`config.mk`:
```
export PLATFORM = sky130hd
export DESIGN_NAME = ypcb_ctrl
export DESIGN_NICKNAME = d
export VERILOG_FILES = /design/src/ypcb_pkg.sv /design/src/ypcb_ctrl.sv
export SDC_FILE = /design/constraint.sdc
export NUM_CORES = 1
export LEC_CHECK = 0
export ABC_AREA = 1
export BUFFER_PORTS_ARGS = -buffer_cell sky130_fd_sc_hd__clkbuf_2
export CAP_MARGIN = 40
export CORE_MARGIN = 2
export CORE_UTILIZATION = 40
export DETAILED_ROUTE_END_ITERATION = 16
export PLACE_DENSITY = 0.62
export SLEW_MARGIN = 10
export SYNTH_ARGS = -nofsm -noshare
export SYNTH_HDL_FRONTEND = slang
export SYNTH_SLANG_ARGS = --single-unit
```
`constraint.sdc`:
```
create_clock -name clk -period 1.8 [get_ports clk]
set_clock_uncertainty 0.1 [all_clocks]
set_input_delay 0.27 -clock clk [delete_from_list [all_inputs] [get_ports clk]]
set_output_delay 0.27 -clock clk [all_outputs]
set_load 0.01 [all_outputs]
```
`src/ypcb_pkg.sv`:
```
// ----------------------------------------------------------------------------
// ypcb_pkg
// Types and constants shared by the camera basis controller and datapath.
// ----------------------------------------------------------------------------
package ypcb_pkg;

    localparam int PITCH_LIMIT = 96392;

    typedef enum logic [1:0] {
        ACT_ROTATE = 2'd0,
        ACT_MOVE   = 2'd1,
        ACT_SET    = 2'd2,
        ACT_NONE   = 2'd3
    } action_t;

    typedef enum logic [0:0] {
        REG_START_YAW   = 1'b0,
        REG_START_PITCH = 1'b1
    } reg_index_t;

    typedef struct packed {
        logic [1:0]         action;
        logic signed [31:0] vec_x;
        logic signed [31:0] vec_y;
        logic signed [31:0] vec_z;
        logic signed [15:0] yaw_delta;
        logic signed [15:0] pitch_delta;
    } in_item_t;

    typedef struct packed {
        logic signed [15:0] look_x;
        logic signed [15:0] look_y;
        logic signed [15:0] look_z;
        logic signed [15:0] right_x;
        logic signed [15:0] right_y;
        logic signed [15:0] right_z;
        logic signed [15:0] up_x;
        logic signed [15:0] up_y;
        logic signed [15:0] up_z;
        logic signed [31:0] target_x;
        logic signed [31:0] target_y;
        logic signed [31:0] target_z;
    } out_item_t;

    // datapath operation selected by the controller
    typedef enum logic [3:0] {
        OP_IDLE,
        OP_APPLY,
        OP_YAW_SETUP,
        OP_PITCH_SETUP,
        OP_ANGLE,
        OP_X,
        OP_X2,
        OP_HMUL,
        OP_HORNER,
        OP_FINISH,
        OP_PROD,
        OP_TARGET
    } op_t;

    typedef struct packed {
        op_t        op;
        logic       which;   // 0 yaw, 1 pitch
        logic       is_cos;  // horner polynomial select
        logic [2:0] idx;     // horner step or product index
    } cmd_t;

    localparam logic [31:0] SIN_DIV [6] = '{32'd156, 32'd110, 32'd72, 32'd42, 32'd20, 32'd6};
    localparam logic [31:0] COS_DIV [6] = '{32'd132, 32'd90, 32'd56, 32'd30, 32'd12, 32'd2};

    // reciprocals of the divisors above: ceil(2^sh / k), exact for 30-bit dividends
    localparam logic [5:0] SIN_SH [6] = '{6'd38, 6'd37, 6'd37, 6'd36, 6'd35, 6'd33};
    localparam logic [5:0] COS_SH [6] = '{6'd38, 6'd37, 6'd36, 6'd35, 6'd34, 6'd31};

    localparam logic [31:0] SIN_REC [6] = '{
        32'(((64'd1 << 38) + 64'd155) / 64'd156),
        32'(((64'd1 << 37) + 64'd109) / 64'd110),
        32'(((64'd1 << 37) + 64'd71) / 64'd72),
        32'(((64'd1 << 36) + 64'd41) / 64'd42),
        32'(((64'd1 << 35) + 64'd19) / 64'd20),
        32'(((64'd1 << 33) + 64'd5) / 64'd6)
    };
    localparam logic [31:0] COS_REC [6] = '{
        32'(((64'd1 << 38) + 64'd131) / 64'd132),
        32'(((64'd1 << 37) + 64'd89) / 64'd90),
        32'(((64'd1 << 36) + 64'd55) / 64'd56),
        32'(((64'd1 << 35) + 64'd29) / 64'd30),
        32'(((64'd1 << 34) + 64'd11) / 64'd12),
        32'(((64'd1 << 31) + 64'd1) / 64'd2)
    };

endpackage

```
`src/ypcb_ctrl.sv`:
```
// ----------------------------------------------------------------------------
// ypcb_ctrl
// Sequencer: steps the datapath through one action and hands off the result.
// ----------------------------------------------------------------------------
module ypcb_ctrl
(
    input  logic            clk,
    input  logic            rst_n,
    input  logic            in_valid,
    output logic            in_ready,
    output logic            out_valid,
    input  logic            out_ready,
    output ypcb_pkg::cmd_t  cmd
);
    import ypcb_pkg::*;

    typedef enum logic [3:0] {
        S_IDLE, S_APPLY, S_SETUP, S_ANGLE, S_X, S_X2, S_HMUL, S_HORNER, S_FINISH,
        S_PROD, S_TARGET, S_OUT
    } state_t;

    state_t     state_reg, state_next;
    logic       which_reg, which_next;
    logic       cos_reg, cos_next;
    logic [2:0] idx_reg, idx_next;

    assign in_ready  = (state_reg == S_IDLE);
    assign out_valid = (state_reg == S_OUT);

    always_comb
    begin
        cmd.which  = which_reg;
        cmd.is_cos = cos_reg;
        cmd.idx    = idx_reg;
        case (state_reg)
            S_APPLY:  cmd.op = OP_APPLY;
            S_SETUP:  cmd.op = which_reg ? OP_PITCH_SETUP : OP_YAW_SETUP;
            S_ANGLE:  cmd.op = OP_ANGLE;
            S_X:      cmd.op = OP_X;
            S_X2:     cmd.op = OP_X2;
            S_HMUL:   cmd.op = OP_HMUL;
            S_HORNER: cmd.op = OP_HORNER;
            S_FINISH: cmd.op = OP_FINISH;
            S_PROD:   cmd.op = OP_PROD;
            S_TARGET: cmd.op = OP_TARGET;
            default:  cmd.op = OP_IDLE;
        endcase
    end

    always_comb
    begin
        state_next = state_reg;
        which_next = which_reg;
        cos_next   = cos_reg;
        idx_next   = idx_reg;
        case (state_reg)
            S_IDLE:
            begin
                if (in_valid)
                begin
                    state_next = S_APPLY;
                end
            end
            S_APPLY:
            begin
                state_next = S_SETUP;
                which_next = 1'b0;
            end
            S_SETUP:  state_next = S_ANGLE;
            S_ANGLE:  state_next = S_X;
            S_X:      state_next = S_X2;
            S_X2:
            begin
                state_next = S_HMUL;
                cos_next   = 1'b0;
                idx_next   = 3'd0;
            end
            S_HMUL:   state_next = S_HORNER;
            S_HORNER:
            begin
                state_next = S_HMUL;
                if (idx_reg == 3'd5)
                begin
                    idx_next = 3'd0;
                    if (cos_reg)
                    begin
                        state_next = S_FINISH;
                    end
                    else
                    begin
                        cos_next = 1'b1;
                    end
                end
                else
                begin
                    idx_next = idx_reg + 3'd1;
                end
            end
            S_FINISH:
            begin
                if (which_reg)
                begin
                    state_next = S_PROD;
                    idx_next   = 3'd0;
                end
                else
                begin
                    which_next = 1'b1;
                    state_next = S_SETUP;
                end
            end
            S_PROD:
            begin
                if (idx_reg == 3'd3)
                begin
                    state_next = S_TARGET;
                end
                else
                begin
                    idx_next = idx_reg + 3'd1;
                end
            end
            S_TARGET: state_next = S_OUT;
            S_OUT:
            begin
                if (out_ready)
                begin
                    state_next = S_IDLE;
                end
            end
            default:  state_next = S_IDLE;
        endcase
    end

    always_ff @(posedge clk or negedge rst_n)
    begin
        if (!rst_n)
        begin
            state_reg <= S_IDLE;
            which_reg <= 1'b0;
            cos_reg   <= 1'b0;
            idx_reg   <= 3'd0;
        end
        else
        begin
            state_reg <= state_next;
            which_reg <= which_next;
            cos_reg   <= cos_next;
            idx_reg   <= idx_next;
        end
    end

    a_out_only_in_out: assert property (@(posedge clk) disable iff (!rst_n)
        out_valid |-> !in_ready) else $error("out_valid while accepting");
    a_hold_out: assert property (@(posedge clk) disable iff (!rst_n)
        (out_valid && !out_ready) |=> out_valid) else $error("result dropped");
    a_idx_range: assert property (@(posedge clk) disable iff (!rst_n)
        idx_reg <= 3'd5) else $error("step index out of range");

endmodule

```
==> results of run 1 <==
placed cells by master (no fill, tap or decap), drive strengths merged:
| master | instances |
|---|---|
| nand2 | 45 |
| inv | 19 |
| clkbuf | 18 |
| nor2 | 18 |
| nand3 | 11 |
| dfrtp | 9 |
| ha | 3 |
| buf | 3 |
| o21ai | 3 |
| a21oi | 2 |
| o211ai | 1 |
| a22o | 1 |
| o22ai | 1 |
| dlygate4sd3 | 1 |
how the worst min path moves through the flow:
| stage | startpoint | to | slack (ns) | cells past startpoint |
|---|---|---|---|---|
| 2_1_floorplan | rst_n | cos_reg | -0.13 | 0 |
| 5_1_grt | out_ready | state_reg[1] | 0.19 | 4 |
| 6_report | out_ready | state_reg[1] | 0.16 | 4 |
| 4_1_cts | out_ready | state_reg[1] | 0.16 | 4 |
| 3_3_place_gp | rst_n | cos_reg | 0.04 | 1 |
| 3_5_place_dp | rst_n | cos_reg | 0.05 | 1 |
layout make-up:
| class | instances | area (µm²) | area share (%) |
|---|---|---|---|
| clock buffers | 4 | 26.28 | 2.962 |
| inverters | 19 | 71.32 | 8.039 |
| multi-input cells | 85 | 425.4 | 47.95 |
| flip-flops and latches | 9 | 230.2 | 25.95 |
| well taps | 25 | 31.28 | 3.526 |
| repair buffers | 18 | 102.6 | 11.57 |
worst min-delay path: cells and delay by family:
family                 cells  cell delay, ns
and+or+nand+nor            2            0.12
buffers and inverters      2            0.11
stage by stage:
stage / worst slack, ns / area, µm² / setup TNS [ns] / total power (W) / hold slack, ns
floorplan: 0.4219 / 726.9 / 0 / 0.0007726 / -0.1256
global placement: 0.3282 / 813.3 / 0 / 0.0009605 / 0.04366
detailed placement: 0.3212 / 813.3 / 0 / 0.0009583 / 0.04616
CTS: 0.01667 / 849.6 / 0 / 0.001129 / 0.1588
global route: -0.003283 / 887.1 / -0.004463 / 0.001334 / 0.1874
finish: 0.07829 / 887.1 / 0 / 0.001196 / 0.1578
power breakdown:
group          leakage, nW  internal, W  switching, W  total (W)
clock network       0.0150    0.0000856     0.0000806   0.000166
logic                0.401     0.000261      0.000433   0.000694
registers            0.114     0.000258     0.0000774   0.000335
per-layer routing:
metal / track usage, % / vias to the layer above
met1: 25.89 / 322
li1: - / 392
met4: 6.667 / 0
met5: 0 / -
met2: 27.78 / 22
met3: 4.706 / 2
kinds of logic (layout without fill, tap and decap cells):
kind of cell               Yosys count  in the layout  share of synthesized area (%)
adders and majority gates            3              3                          5.164
buffers and inverters               21             41                          11.88
and+or+nand+nor                     74             74                          45.27
AOI/OAI and AO/OA                    8              8                          6.713
DFF                                  9              9                          30.98
what timing repair did:
item	4_1_cts	5_1_grt
setup endpoints to repair	0	2
endpoints found under the hold margin	9	0
setup buffers	0	3
hold buffers	1	0
gates resized for setup	0	9
==> qor.log, run 1 <==
INFO  hold_path      timing.hold.worst.class=in -> reg
INFO  pwr            vdd_drop_max=0.6292mV
INFO  yosys          yosys.cell_types.count=18
INFO  route          detailroute.via_count=738
INFO  timing         tightest_slew=0.2426ns
INFO  global_route   overflow=0
INFO  timing         maxClockFrequency=580.8MHz
INFO  floorplan      initial_core_util=42.10%
INFO  global_route   grt_pass1_vias=657
INFO  setup_path     critical_path.top_delay_family=flip-flops
INFO  setup_path     timing.critical_path.required=1.43ns
INFO  yosys          async_flop_share=100.0%
INFO  setup_path     critical_path.startpoint=state_reg[1]
INFO  yosys          synthesis.nets=122
INFO  final_layout   num-nets-final=143
INFO  route          number_of_routed_nets_with_antenna_violations=0
INFO  place          dp_hpwl=1320µm
INFO  route          drt-wirelength-per-cell=10.38µm
INFO  final_layout   antenna_cells_inserted=0
INFO  setup_path     timing.critical_path.from_type=flip-flop
INFO  global_route   antenna_violations_before_repair=0
INFO  route          topRoutingLayerUsed=met4
INFO  clocking       numCtsBuffers=3
INFO  final_layout   core_occupancy_in_the_finished_layout=51.38%
INFO  setup_path     crit_cells=5
INFO  floorplan      top_level_ports=15
INFO  yosys          synth_enable_flop_cells=0
INFO  setup_path     worst-endpoint-arrival=1.35ns
INFO  clocking       clk_root_buffer_cell=sky130_fd_sc_hd__clkbuf_4
INFO  clocking       worst_skew_pair.late_latency=0.26ns
INFO  clocking       cts-htree-levels=1
INFO  route          metal_1_wl=849µm
INFO  yosys          synth_commonest_cells=sky130_fd_sc_hd__nand2_1, sky130_fd_sc_hd__inv_1, sky130_fd_sc_hd__nor2_1, sky130_fd_sc_hd__nand3_1, sky130_fd_sc_hd__dfrtp_1
INFO  pwr            power.leakage=0.5297nW
INFO  final_layout   instances_no_fill=160
INFO  timing         layout_worst_path_cycle_share=95.65%
INFO  timing         timing.max_slew.rel_slack=83.83%
INFO  yosys          yosysSeqAreaShare=30.98%
INFO  route          wl_met3=91µm
INFO  clocking       cts_tree=built
INFO  setup_path     critical_path_buf_inv_count=2
INFO  setup_path     critPathCaptureType=output pin
INFO  yosys          synth_most_common_cell=sky130_fd_sc_hd__nand2_1
INFO  setup_path     endpoint=cmd[5]
INFO  job            maxCapViolCount=0
INFO  yosys          netlist_instances=115
INFO  yosys          yosys.area.top_type_share=30.98%
INFO  yosys          synth_flop_cell=sky130_fd_sc_hd__dfrtp_1
INFO  yosys          yosys_register_bits=9
INFO  clocking       cts.path.max_buffers=2
INFO  route          routed_wire_length_on_met2=708µm
INFO  floorplan      dieHeight=46.63µm
INFO  setup_path     timing.critical_path.cells=inv_1, nor2_1, nand2_1, o211ai_1, clkbuf_2
INFO  pwr            p_per_area=1348nW/µm²
INFO  global_route   grt_max_degree=10
INFO  timing         finalHoldViolations=0
INFO  setup_path     reg2regPathDepth=10
INFO  place          post-place-cells=152
INFO  place          port_buffers=14
INFO  timing         grt_setup_unrepaired=yes
INFO  clocking       clkSinkCount=9
INFO  floorplan      die-area=2174µm²
INFO  place          gp_routability_congestion=0.8299
INFO  timing         report.final.setup_viol=0
INFO  global_route   global_route_wire_length_before_repair=2766µm
INFO  yosys          synth.avg_cell_area=6.321µm²
INFO  final_layout   n_fill_cell=180
INFO  setup_path     timing.rr.start=state_reg[3]
INFO  final_layout   share_of_final_layout_standard_cells_stronger_than_drive_strength_1=28.15%
INFO  setup_path     ff2ff_setup_slack=0.35ns
INFO  route          post-route-drc-count=0
INFO  yosys          post-synth-top-area-cell=sky130_fd_sc_hd__dfrtp_1
INFO  floorplan      rows=15
INFO  floorplan      core_area=1727µm²
INFO  yosys          netlist_top_cells_area=sky130_fd_sc_hd__dfrtp_1, sky130_fd_sc_hd__nand2_1, sky130_fd_sc_hd__inv_1
INFO  setup_path     cp_slowest_stage_delay=0.41ns
INFO  yosys          ys_warn_count=0
INFO  clocking       clock_pin_slew_reported_for_the_worst_setup_and_hold_paths_after_clock_tree_synthesis=0.07ns
INFO  global_route   grt_use_total=18.63%
INFO  setup_path     timing.critical_path.fanout_max=5
INFO  final_layout   largest_register_ff_count=4
INFO  setup_path     worst_r2r_endpoint=state_reg[1]
INFO  yosys          syn-cell-area=726.9µm²
INFO  route          drtIter0Drc=25
INFO  timing         finalWorstPathRequiredPeriod=1.722ns
INFO  final_layout   synthToLayoutAreaGrowth=22.03%
INFO  route          vias_per_cell=4.613
INFO  route          first_pass_iters=4
INFO  setup_path     critPathSlowestCell=sky130_fd_sc_hd__dfrtp_2
INFO  status         run_status=complete, no violations
INFO  timing         maxSlewViolCount=0
INFO  setup_path     path_class=reg -> out
INFO  route          route.final.wire_length=1661µm
INFO  floorplan      die_span_in_x=46.63µm
Power figures use the tool's default switching activity.
==> run 2, diff against run 1 <==
--- a/config.mk
+++ b/config.mk
@@ -11,7 +11,7 @@
 export CORE_MARGIN = 2
 export CORE_UTILIZATION = 40
 export DETAILED_ROUTE_END_ITERATION = 16
-export PLACE_DENSITY = 0.62
+export PLACE_DENSITY = 0.65
 export SLEW_MARGIN = 10
 export SYNTH_ARGS = -nofsm -noshare
 export SYNTH_HDL_FRONTEND = slang
==> constraint.sdc (replaced) <==
create_clock -name clk -period 1.4 [get_ports clk]
set_clock_uncertainty 0.1 [all_clocks]
set_input_delay 0.21 -clock clk [delete_from_list [all_inputs] [get_ports clk]]
set_output_delay 0.21 -clock clk [all_outputs]
set_load 0.01 [all_outputs]
==> run 2 against run 1 <==
Net effect: the run now ends with setup timing left; sequential cell count unchanged; register-to-register slack got worse by 0.41 ns; routed wire length increased by 16%; design area increased by 22%; die area unchanged; clock power increased by 37%; via count increased by 7.2%; sequential power increased by 44%; count of clock-buffer cells in the layout unchanged; first-iteration DRC count decreased by 4.0%; combinational power increased by 70%; largest power group unchanged.
==> qor.log, run 2 (synthesized netlist as in run 1, its figures left out) <==
INFO  timing         postLayoutSetupSlackWorst=-0.2518ns [was 0.07829 ns]
INFO  floorplan      dieHeight=46.63µm [unchanged]
INFO  final_layout   instances_no_fill=168 [was 160]
INFO  route          number_of_routed_nets_with_antenna_violations=0 [unchanged]
INFO  clocking       cts.path.max_buffers=2 [unchanged]
INFO  clocking       clkSinkCount=9 [unchanged]
INFO  floorplan      top_level_ports=15 [unchanged]
INFO  clocking       cts-htree-levels=1 [unchanged]
INFO  setup_path     timing.critical_path.required=1.09ns [was 1.43 ns]
INFO  setup_path     worst-endpoint-arrival=1.34ns [was 1.35 ns]
INFO  setup_path     critPathSlowestCell=sky130_fd_sc_hd__dfrtp_2 [unchanged]
INFO  final_layout   num-nets-final=151 [was 143]
INFO  timing         report.final.setup_viol=10 [was 0]
INFO  final_layout   final_area=1079µm² [was 887.1 µm²]
INFO  global_route   grt_pass1_vias=645 [was 657]
INFO  global_route   m2_gr_usage=24.44% [was 27.78%]
INFO  floorplan      core_area=1727µm² [unchanged]
INFO  floorplan      rows=15 [unchanged]
INFO  final_layout   commonest_non_fill_non_tap_cell_in_the_layout=sky130_fd_sc_hd__nand2_1 [unchanged]
INFO  global_route   globalRouteMet3Util=4.706% [unchanged]
INFO  setup_path     critical_path.startpoint=state_reg[0] [was state_reg[1]]
INFO  place          placement.cell_area=858.3µm² [was 813.3 µm²]
INFO  clocking       numCtsBuffers=3 [unchanged]
INFO  pwr            power.leakage=0.5698nW [was 0.5297 nW]
INFO  global_route   antenna_violations_before_repair=0 [unchanged]
INFO  route          drtIter0Drc=24 [was 25]
INFO  job            maxCapViolCount=0 [unchanged]
INFO  status         run_status=finished, violations left [was complete, no violations]
INFO  final_layout   layout.cells.most_common_list=sky130_fd_sc_hd__nand2_1, sky130_fd_sc_hd__inv_1, sky130_fd_sc_hd__nor2_4, sky130_fd_sc_hd__nand3_1, sky130_fd_sc_hd__clkbuf_2 [was sky130_fd_sc_hd__nand2_1, sky130_fd_sc_hd__inv_1, sky130_fd_sc_hd__clkbuf_2]
INFO  place          post-place-cells=158 [was 152]
INFO  setup_path     reg2regPathDepth=7 [was 10]
INFO  setup_path     timing.rr.start=idx_reg[0] [was state_reg[3]]
INFO  timing         finalWorstPathRequiredPeriod=1.652ns
INFO  route          post-route-drc-count=0 [unchanged]
INFO  route          first_pass_iters=4 [unchanged]
INFO  status         violations=setup timing
INFO  setup_path     cp_slowest_stage_delay=0.48ns [was 0.41 ns]
INFO  pwr            internal_power=0.0009349W [was 0.0006050 W]
INFO  final_layout   n_fill_cell=145 [was 180]
INFO  route          detailroute.via_count=791 [was 738]
INFO  global_route   busiest_layer=met1 [was met2]
INFO  global_route   grt_max_degree=10 [unchanged]
INFO  timing         hold_ws=0.09583ns [was 0.1578 ns]
INFO  final_layout   largest_register_ff_count=4 [unchanged]
INFO  timing         grt_setup_unrepaired=yes [unchanged]
INFO  hold_path      timing.hold.worst_endpoint=state_reg[1] [unchanged]
INFO  final_layout   core_occupancy_in_the_finished_layout=62.46% [was 51.38%]
INFO  timing         finalHoldViolations=0 [unchanged]
INFO  timing         maxSlewViolCount=0 [unchanged]
INFO  setup_path     path_class=reg -> out [unchanged]
INFO  place          dp_hpwl=1273µm [was 1320 µm]
INFO  global_route   global_route_wire_length_before_repair=2663µm [was 2766 µm]
INFO  floorplan      die_span_in_x=46.63µm [unchanged]
INFO  global_route   grt_util_met1=25.41% [was 25.89%]
INFO  final_layout   synthToLayoutAreaGrowth=48.36% [was 22.03%]
INFO  setup_path     ff2ff_setup_slack=-0.06ns [was 0.35 ns]
INFO  setup_path     critPathCaptureType=output pin [unchanged]
INFO  clocking       worst_skew_pair.late_latency=0.28ns [was 0.26 ns]
INFO  route          vias_per_cell=4.708 [was 4.613]
INFO  clocking       cts_tree=built [unchanged]
INFO  setup_path     timing.critical_path.cells=buf_6, nor2_2, a21oi_2, o211ai_1, buf_2 [was inv_1, nor2_1, nand2_1, o211ai_1, clkbuf_2]
INFO  pwr            share_comb_of_total_power=62.4% [was 58.0%]
INFO  pwr            power_switching_share=50.49% [was 49.40%]
INFO  global_route   overflow=0 [unchanged]
INFO  timing         timing.max_slew.rel_slack=83.84% [was 83.83%]
INFO  setup_path     timing.critical_path.fanout_max=5 [unchanged]
INFO  pwr            p_seq_share=25.6% [was 28.1%]
INFO  pwr            vdd_drop_max=1.253mV [was 0.6292 mV]
INFO  floorplan      die-area=2174µm² [unchanged]
INFO  route          drt-wirelength-per-cell=11.49µm [was 10.38 µm]
INFO  setup_path     worst_r2r_endpoint=idx_reg[2] [was state_reg[1]]
INFO  setup_path     timing.critical_path.from_type=flip-flop [unchanged]
INFO  place          detailedPlace.worstSlack=-0.01465ns [was 0.3212 ns]
INFO  floorplan      initial_core_util=42.10% [unchanged]
INFO  clocking       clk_root_buffer_cell=sky130_fd_sc_hd__clkbuf_4 [unchanged]
INFO  place          port_buffers=14 [unchanged]
INFO  pwr            power.clock.fraction=12.0% [was 13.9%]
INFO  clocking       clock_pin_slew_reported_for_the_worst_setup_and_hold_paths_after_clock_tree_synthesis=0.07ns [about the same]
INFO  pwr            power.net_switching=0.0009535W [was 0.0005907 W]
INFO  global_route   grt_use_total=17.77% [was 18.63%]
INFO  place          gp_routability_congestion=0.8469 [was 0.8299]
INFO  timing         layout_worst_path_cycle_share=118.0%
INFO  route          route.final.wire_length=1931µm [was 1661 µm]
INFO  final_layout   share_of_final_layout_standard_cells_stronger_than_drive_strength_1=49.65% [was 28.15%]
INFO  timing         maxClockFrequency=605.4MHz
INFO  final_layout   antenna_cells_inserted=0 [unchanged]
INFO  hold_path      min_delay_path_depth=4 [unchanged]
INFO  hold_path      worstHoldStart=out_ready [unchanged]
INFO  hold_path      timing.hold.worst.class=in -> reg [unchanged]
INFO  pwr            p_per_area=1751nW/µm² [was 1348 nW/µm²]
INFO  timing         tightest_slew=0.2424ns [was 0.2426 ns]
run 2: how the worst max path moves through the flow:
stage / end / slack (ns) / cells past startpoint
after floorplan: idx_reg[2] / 0.02 / 7
after global placement: cmd[5] / -0.03 / 6
after detailed placement: cmd[5] / -0.01 / 7
after CTS: cmd[5] / -0.24 / 7
after global routing: cmd[6] / -0.31 / 6
final: cmd[5] / -0.25 / 5
run 2: what timing repair did:
item                       CTS  global route
hold endpoints to repair     9             0
gates resized for setup     13            42
setup endpoints to repair    9            13
pin swaps                    2             7
hold buffers                 1             0
buffers inserted             3             3
run 2: through the flow:
stage	setup TNS (ns)	power, W
floorplan	0	0.0009934
global placement	-0.05915	0.001288
detailed placement	-0.01465	0.001291
CTS	-1.152	0.001631
global route	-1.994	0.002029
finish	-1.266	0.001888
run 2: metal layers:
layer	part of all wire (%)	wire length, µm
met1	45	876
met2	47	903
met3	6.2	119
met4	1.7	32
met5	0	0
run 2: power by group through the flow:
stage | sequential (W) | clock (W) | combinational [W]
detailed placement | 0.000402 | 0 | 0.000889
finish | 0.000483 | 0.000227 | 0.00118
global route | 0.000493 | 0.000240 | 0.00130
floorplan | 0.000403 | 0 | 0.000590
global placement | 0.000401 | 0 | 0.000887
CTS | 0.000414 | 0.000222 | 0.000994
run 2: critical path: cells and delay by family, from the launching register on:
kind / cells / cell delay [ns]
flip-flops: 1 / 0.48
buffers and inverters: 2 / 0.30
AND/OR/NAND/NOR: 1 / 0.14
AO/OA/AOI/OAI: 2 / 0.14
run 2: layout make-up:
type                            instances  area, µm²  area share, %
Sequential cell                         9      230.2          21.35
Timing Repair Buffer                   26      186.4          17.29
Inverter                               19      78.83          7.309
Multi-Input combinational cell         85      525.5          48.72
Clock buffer                            4      26.28          2.436
Tap cell                               25      31.28          2.900
==> run 3, diff against run 2 <==
--- a/config.mk
+++ b/config.mk
@@ -8,10 +8,10 @@
 export ABC_AREA = 1
 export BUFFER_PORTS_ARGS = -buffer_cell sky130_fd_sc_hd__clkbuf_2
 export CAP_MARGIN = 40
-export CORE_MARGIN = 2
+export CORE_MARGIN = 4
 export CORE_UTILIZATION = 40
 export DETAILED_ROUTE_END_ITERATION = 16
-export PLACE_DENSITY = 0.65
+export PLACE_DENSITY = 0.61
 export SLEW_MARGIN = 10
 export SYNTH_ARGS = -nofsm -noshare
 export SYNTH_HDL_FRONTEND = slang
==> run 3 against run 2 <==
Net effect: the flow still finishes with violations (setup timing); setup slack got worse by 0.013 ns; total power increased by 10%; worst hold slack improved by 0.011 ns; critical path depth increased by 2; sequential cell count unchanged; register-to-register slack about the same; routed wire length increased by 0.98%; critical endpoint is now cmd[6].
==> qor.log, run 3 (synthesized netlist as in run 1, its figures left out) <==
INFO  final_layout   share_of_final_layout_standard_cells_stronger_than_drive_strength_1=48.98% [was 49.65%]
INFO  clocking       clkSinkCount=9 [unchanged]
INFO  final_layout   core_occupancy_in_the_finished_layout=65.36% [was 62.46%]
INFO  final_layout   commonest_non_fill_non_tap_cell_in_the_layout=sky130_fd_sc_hd__nand2_1 [unchanged]
INFO  clocking       clock_pin_slew_reported_for_the_worst_setup_and_hold_paths_after_clock_tree_synthesis=0.07ns [about the same]
INFO  route          post-route-drc-count=0 [unchanged]
INFO  timing         postLayoutSetupSlackWorst=-0.2647ns [was -0.2518 ns]
INFO  place          gp_routability_congestion=0.8618 [was 0.8469]
INFO  clocking       cts_tree=built [unchanged]
INFO  clocking       worst_skew_pair.late_latency=0.27ns [was 0.28 ns]
INFO  timing         maxClockFrequency=600.7MHz [was 605.4 MHz]
INFO  place          dp_hpwl=1408µm [was 1273 µm]
INFO  floorplan      top_level_ports=15 [unchanged]
INFO  clocking       cts.path.max_buffers=2 [unchanged]
INFO  route          number_of_routed_nets_with_antenna_violations=0 [unchanged]
INFO  setup_path     path_class=reg -> out [unchanged]
INFO  floorplan      die_span_in_x=50.63µm [was 46.63 µm]
INFO  route          vias_per_cell=4.936 [was 4.708]
INFO  final_layout   largest_register_ff_count=4 [unchanged]
INFO  floorplan      initial_core_util=42.10% [unchanged]
INFO  route          first_pass_iters=4 [unchanged]
INFO  global_route   grt_max_degree=10 [unchanged]
INFO  timing         maxSlewViolCount=0 [unchanged]
INFO  final_layout   final_area=1129µm² [was 1079 µm²]
INFO  global_route   grt_use_total=16.83% [was 17.77%]
INFO  place          placement.cell_area=865.8µm² [was 858.3 µm²]
INFO  pwr            power.leakage=0.6009nW [was 0.5698 nW]
INFO  timing         timing.max_slew.rel_slack=83.18% [was 83.84%]
INFO  setup_path     timing.critical_path.from_type=flip-flop [unchanged]
INFO  job            maxCapViolCount=0 [unchanged]
INFO  clocking       numCtsBuffers=3 [unchanged]
INFO  route          drt-wirelength-per-cell=11.34µm [was 11.49 µm]
INFO  global_route   antenna_violations_before_repair=0 [unchanged]
INFO  floorplan      dieHeight=50.63µm [was 46.63 µm]
INFO  place          port_buffers=14 [unchanged]
INFO  final_layout   layout.cells.most_common_list=sky130_fd_sc_hd__nand2_1, sky130_fd_sc_hd__buf_6, sky130_fd_sc_hd__inv_1 [was sky130_fd_sc_hd__nand2_1, sky130_fd_sc_hd__inv_1, sky130_fd_sc_hd__nor2_4, sky130_fd_sc_hd__nand3_1, sky130_fd_sc_hd__clkbuf_2]
INFO  timing         grt_setup_unrepaired=yes [unchanged]
INFO  final_layout   synthToLayoutAreaGrowth=55.25% [was 48.36%]
INFO  setup_path     timing.critical_path.required=1.09ns [about the same]
INFO  hold_path      timing.hold.worst.class=in -> reg [unchanged]
INFO  route          route.final.wire_length=1950µm [was 1931 µm]
INFO  pwr            p_per_area=1847nW/µm² [was 1751 nW/µm²]
INFO  global_route   global_route_wire_length_before_repair=3174µm [was 2663 µm]
INFO  route          detailroute.via_count=849 [was 791]
INFO  global_route   grt_pass1_vias=779 [was 645]
INFO  clocking       cts-htree-levels=1 [unchanged]
INFO  floorplan      rows=15 [unchanged]
INFO  timing         finalWorstPathRequiredPeriod=1.665ns [was 1.652 ns]
INFO  timing         finalHoldViolations=0 [unchanged]
INFO  setup_path     timing.critical_path.fanout_max=5 [unchanged]
INFO  status         violations=setup timing [unchanged]
INFO  global_route   overflow=0 [unchanged]
INFO  final_layout   instances_no_fill=172 [was 168]
INFO  final_layout   num-nets-final=155 [was 151]
INFO  status         run_status=finished, violations left [unchanged]
INFO  place          post-place-cells=159 [was 158]
INFO  route          drtIter0Drc=15 [was 24]
INFO  timing         hold_ws=0.1070ns [was 0.09583 ns]
INFO  setup_path     critPathCaptureType=output pin [unchanged]
INFO  clocking       clk_root_buffer_cell=sky130_fd_sc_hd__clkbuf_4 [unchanged]
INFO  setup_path     worst-endpoint-arrival=1.35ns [was 1.34 ns]
INFO  timing         tightest_slew=0.2523ns [was 0.2424 ns]
INFO  final_layout   antenna_cells_inserted=0 [unchanged]
INFO  pwr            vdd_drop_max=1.020mV [was 1.253 mV]
INFO  floorplan      die-area=2563µm² [was 2174 µm²]
INFO  floorplan      core_area=1727µm² [unchanged]
INFO  timing         report.final.setup_viol=11 [was 10]
INFO  timing         layout_worst_path_cycle_share=118.9% [was 118.0%]
run 3: power breakdown:
group	switching (W)	internal, W	leakage [nW]
sequential	0.000124	0.000332	0.114
combinational	0.000764	0.000657	0.469
clock	0.000101	0.000106	0.0177
total	0.000989	0.00110	0.601
run 3: critical path, cell delays in order, from the launching register on:
cell and delay (ns):
sky130_fd_sc_hd__dfrtp_2 0.46, sky130_fd_sc_hd__buf_6 0.15, sky130_fd_sc_hd__nand2_8 0.08, sky130_fd_sc_hd__inv_4 0.04, sky130_fd_sc_hd__nor2_1 0.08, sky130_fd_sc_hd__nand2_1 0.07
sky130_fd_sc_hd__nand2_1 0.07, sky130_fd_sc_hd__buf_2 0.12
run 3: cell type report:
| class | instances | area (µm²) |
|---|---|---|
| sequential | 9 | 230.2 |
| multi-input combinational | 85 | 521.8 |
| tap | 25 | 31.28 |
| clock inverter | 1 | 5.005 |
| timing repair buffer | 30 | 239.0 |
| fill | 171 | 598.1 |
| inverter | 19 | 78.83 |
| clock buffer | 3 | 22.52 |
run 3: stage by stage:
step	setup TNS, ns	power [W]	worst slack (ns)
floorplan	0	0.0009934	0.02194
global placement	-0.1614	0.001333	-0.04004
detailed placement	-0.09559	0.001338	-0.02622
CTS	-1.211	0.001792	-0.2460
global route	-2.446	0.002274	-0.3496
finish	-1.431	0.002084	-0.2647
run 3: repair_timing:
| action | in CTS | in global routing |
|---|---|---|
| buffers inserted | 5 | 4 |
| setup endpoints to repair | 11 | 12 |
| pin swaps | 3 | 13 |
| endpoints found under the hold margin | 9 | 0 |
| hold buffers | 1 | 0 |
| gates resized for setup | 27 | 33 |
run 3: worst paths after layout:
path                       slack [ns]  depth (start not counted)    startpoint      endpoint
max                             -0.26                          7  state_reg[1]        cmd[6]
min                              0.11                          4     out_ready  state_reg[1]
max reg2reg                     -0.05                          9  state_reg[3]  state_reg[1]
min reg2reg                      0.43                          2    idx_reg[1]    idx_reg[1]
max in group asynchronous        0.74                          2         rst_n  state_reg[2]
min in group asynchronous        0.24                          2         rst_n    idx_reg[0]
run 3: per-layer routing:
layer | share of wire, % | up-vias | GRT usage [%] | wire, µm
met1 | 43 | 392 | 19.31 | 832
met4 | 1.7 | 0 | 6.726 | 34
li1 | - | 421 | - | -
met5 | 0 | - | 0 | 0
met2 | 48 | 32 | 28.70 | 935
met3 | 7.5 | 4 | 5.341 | 147
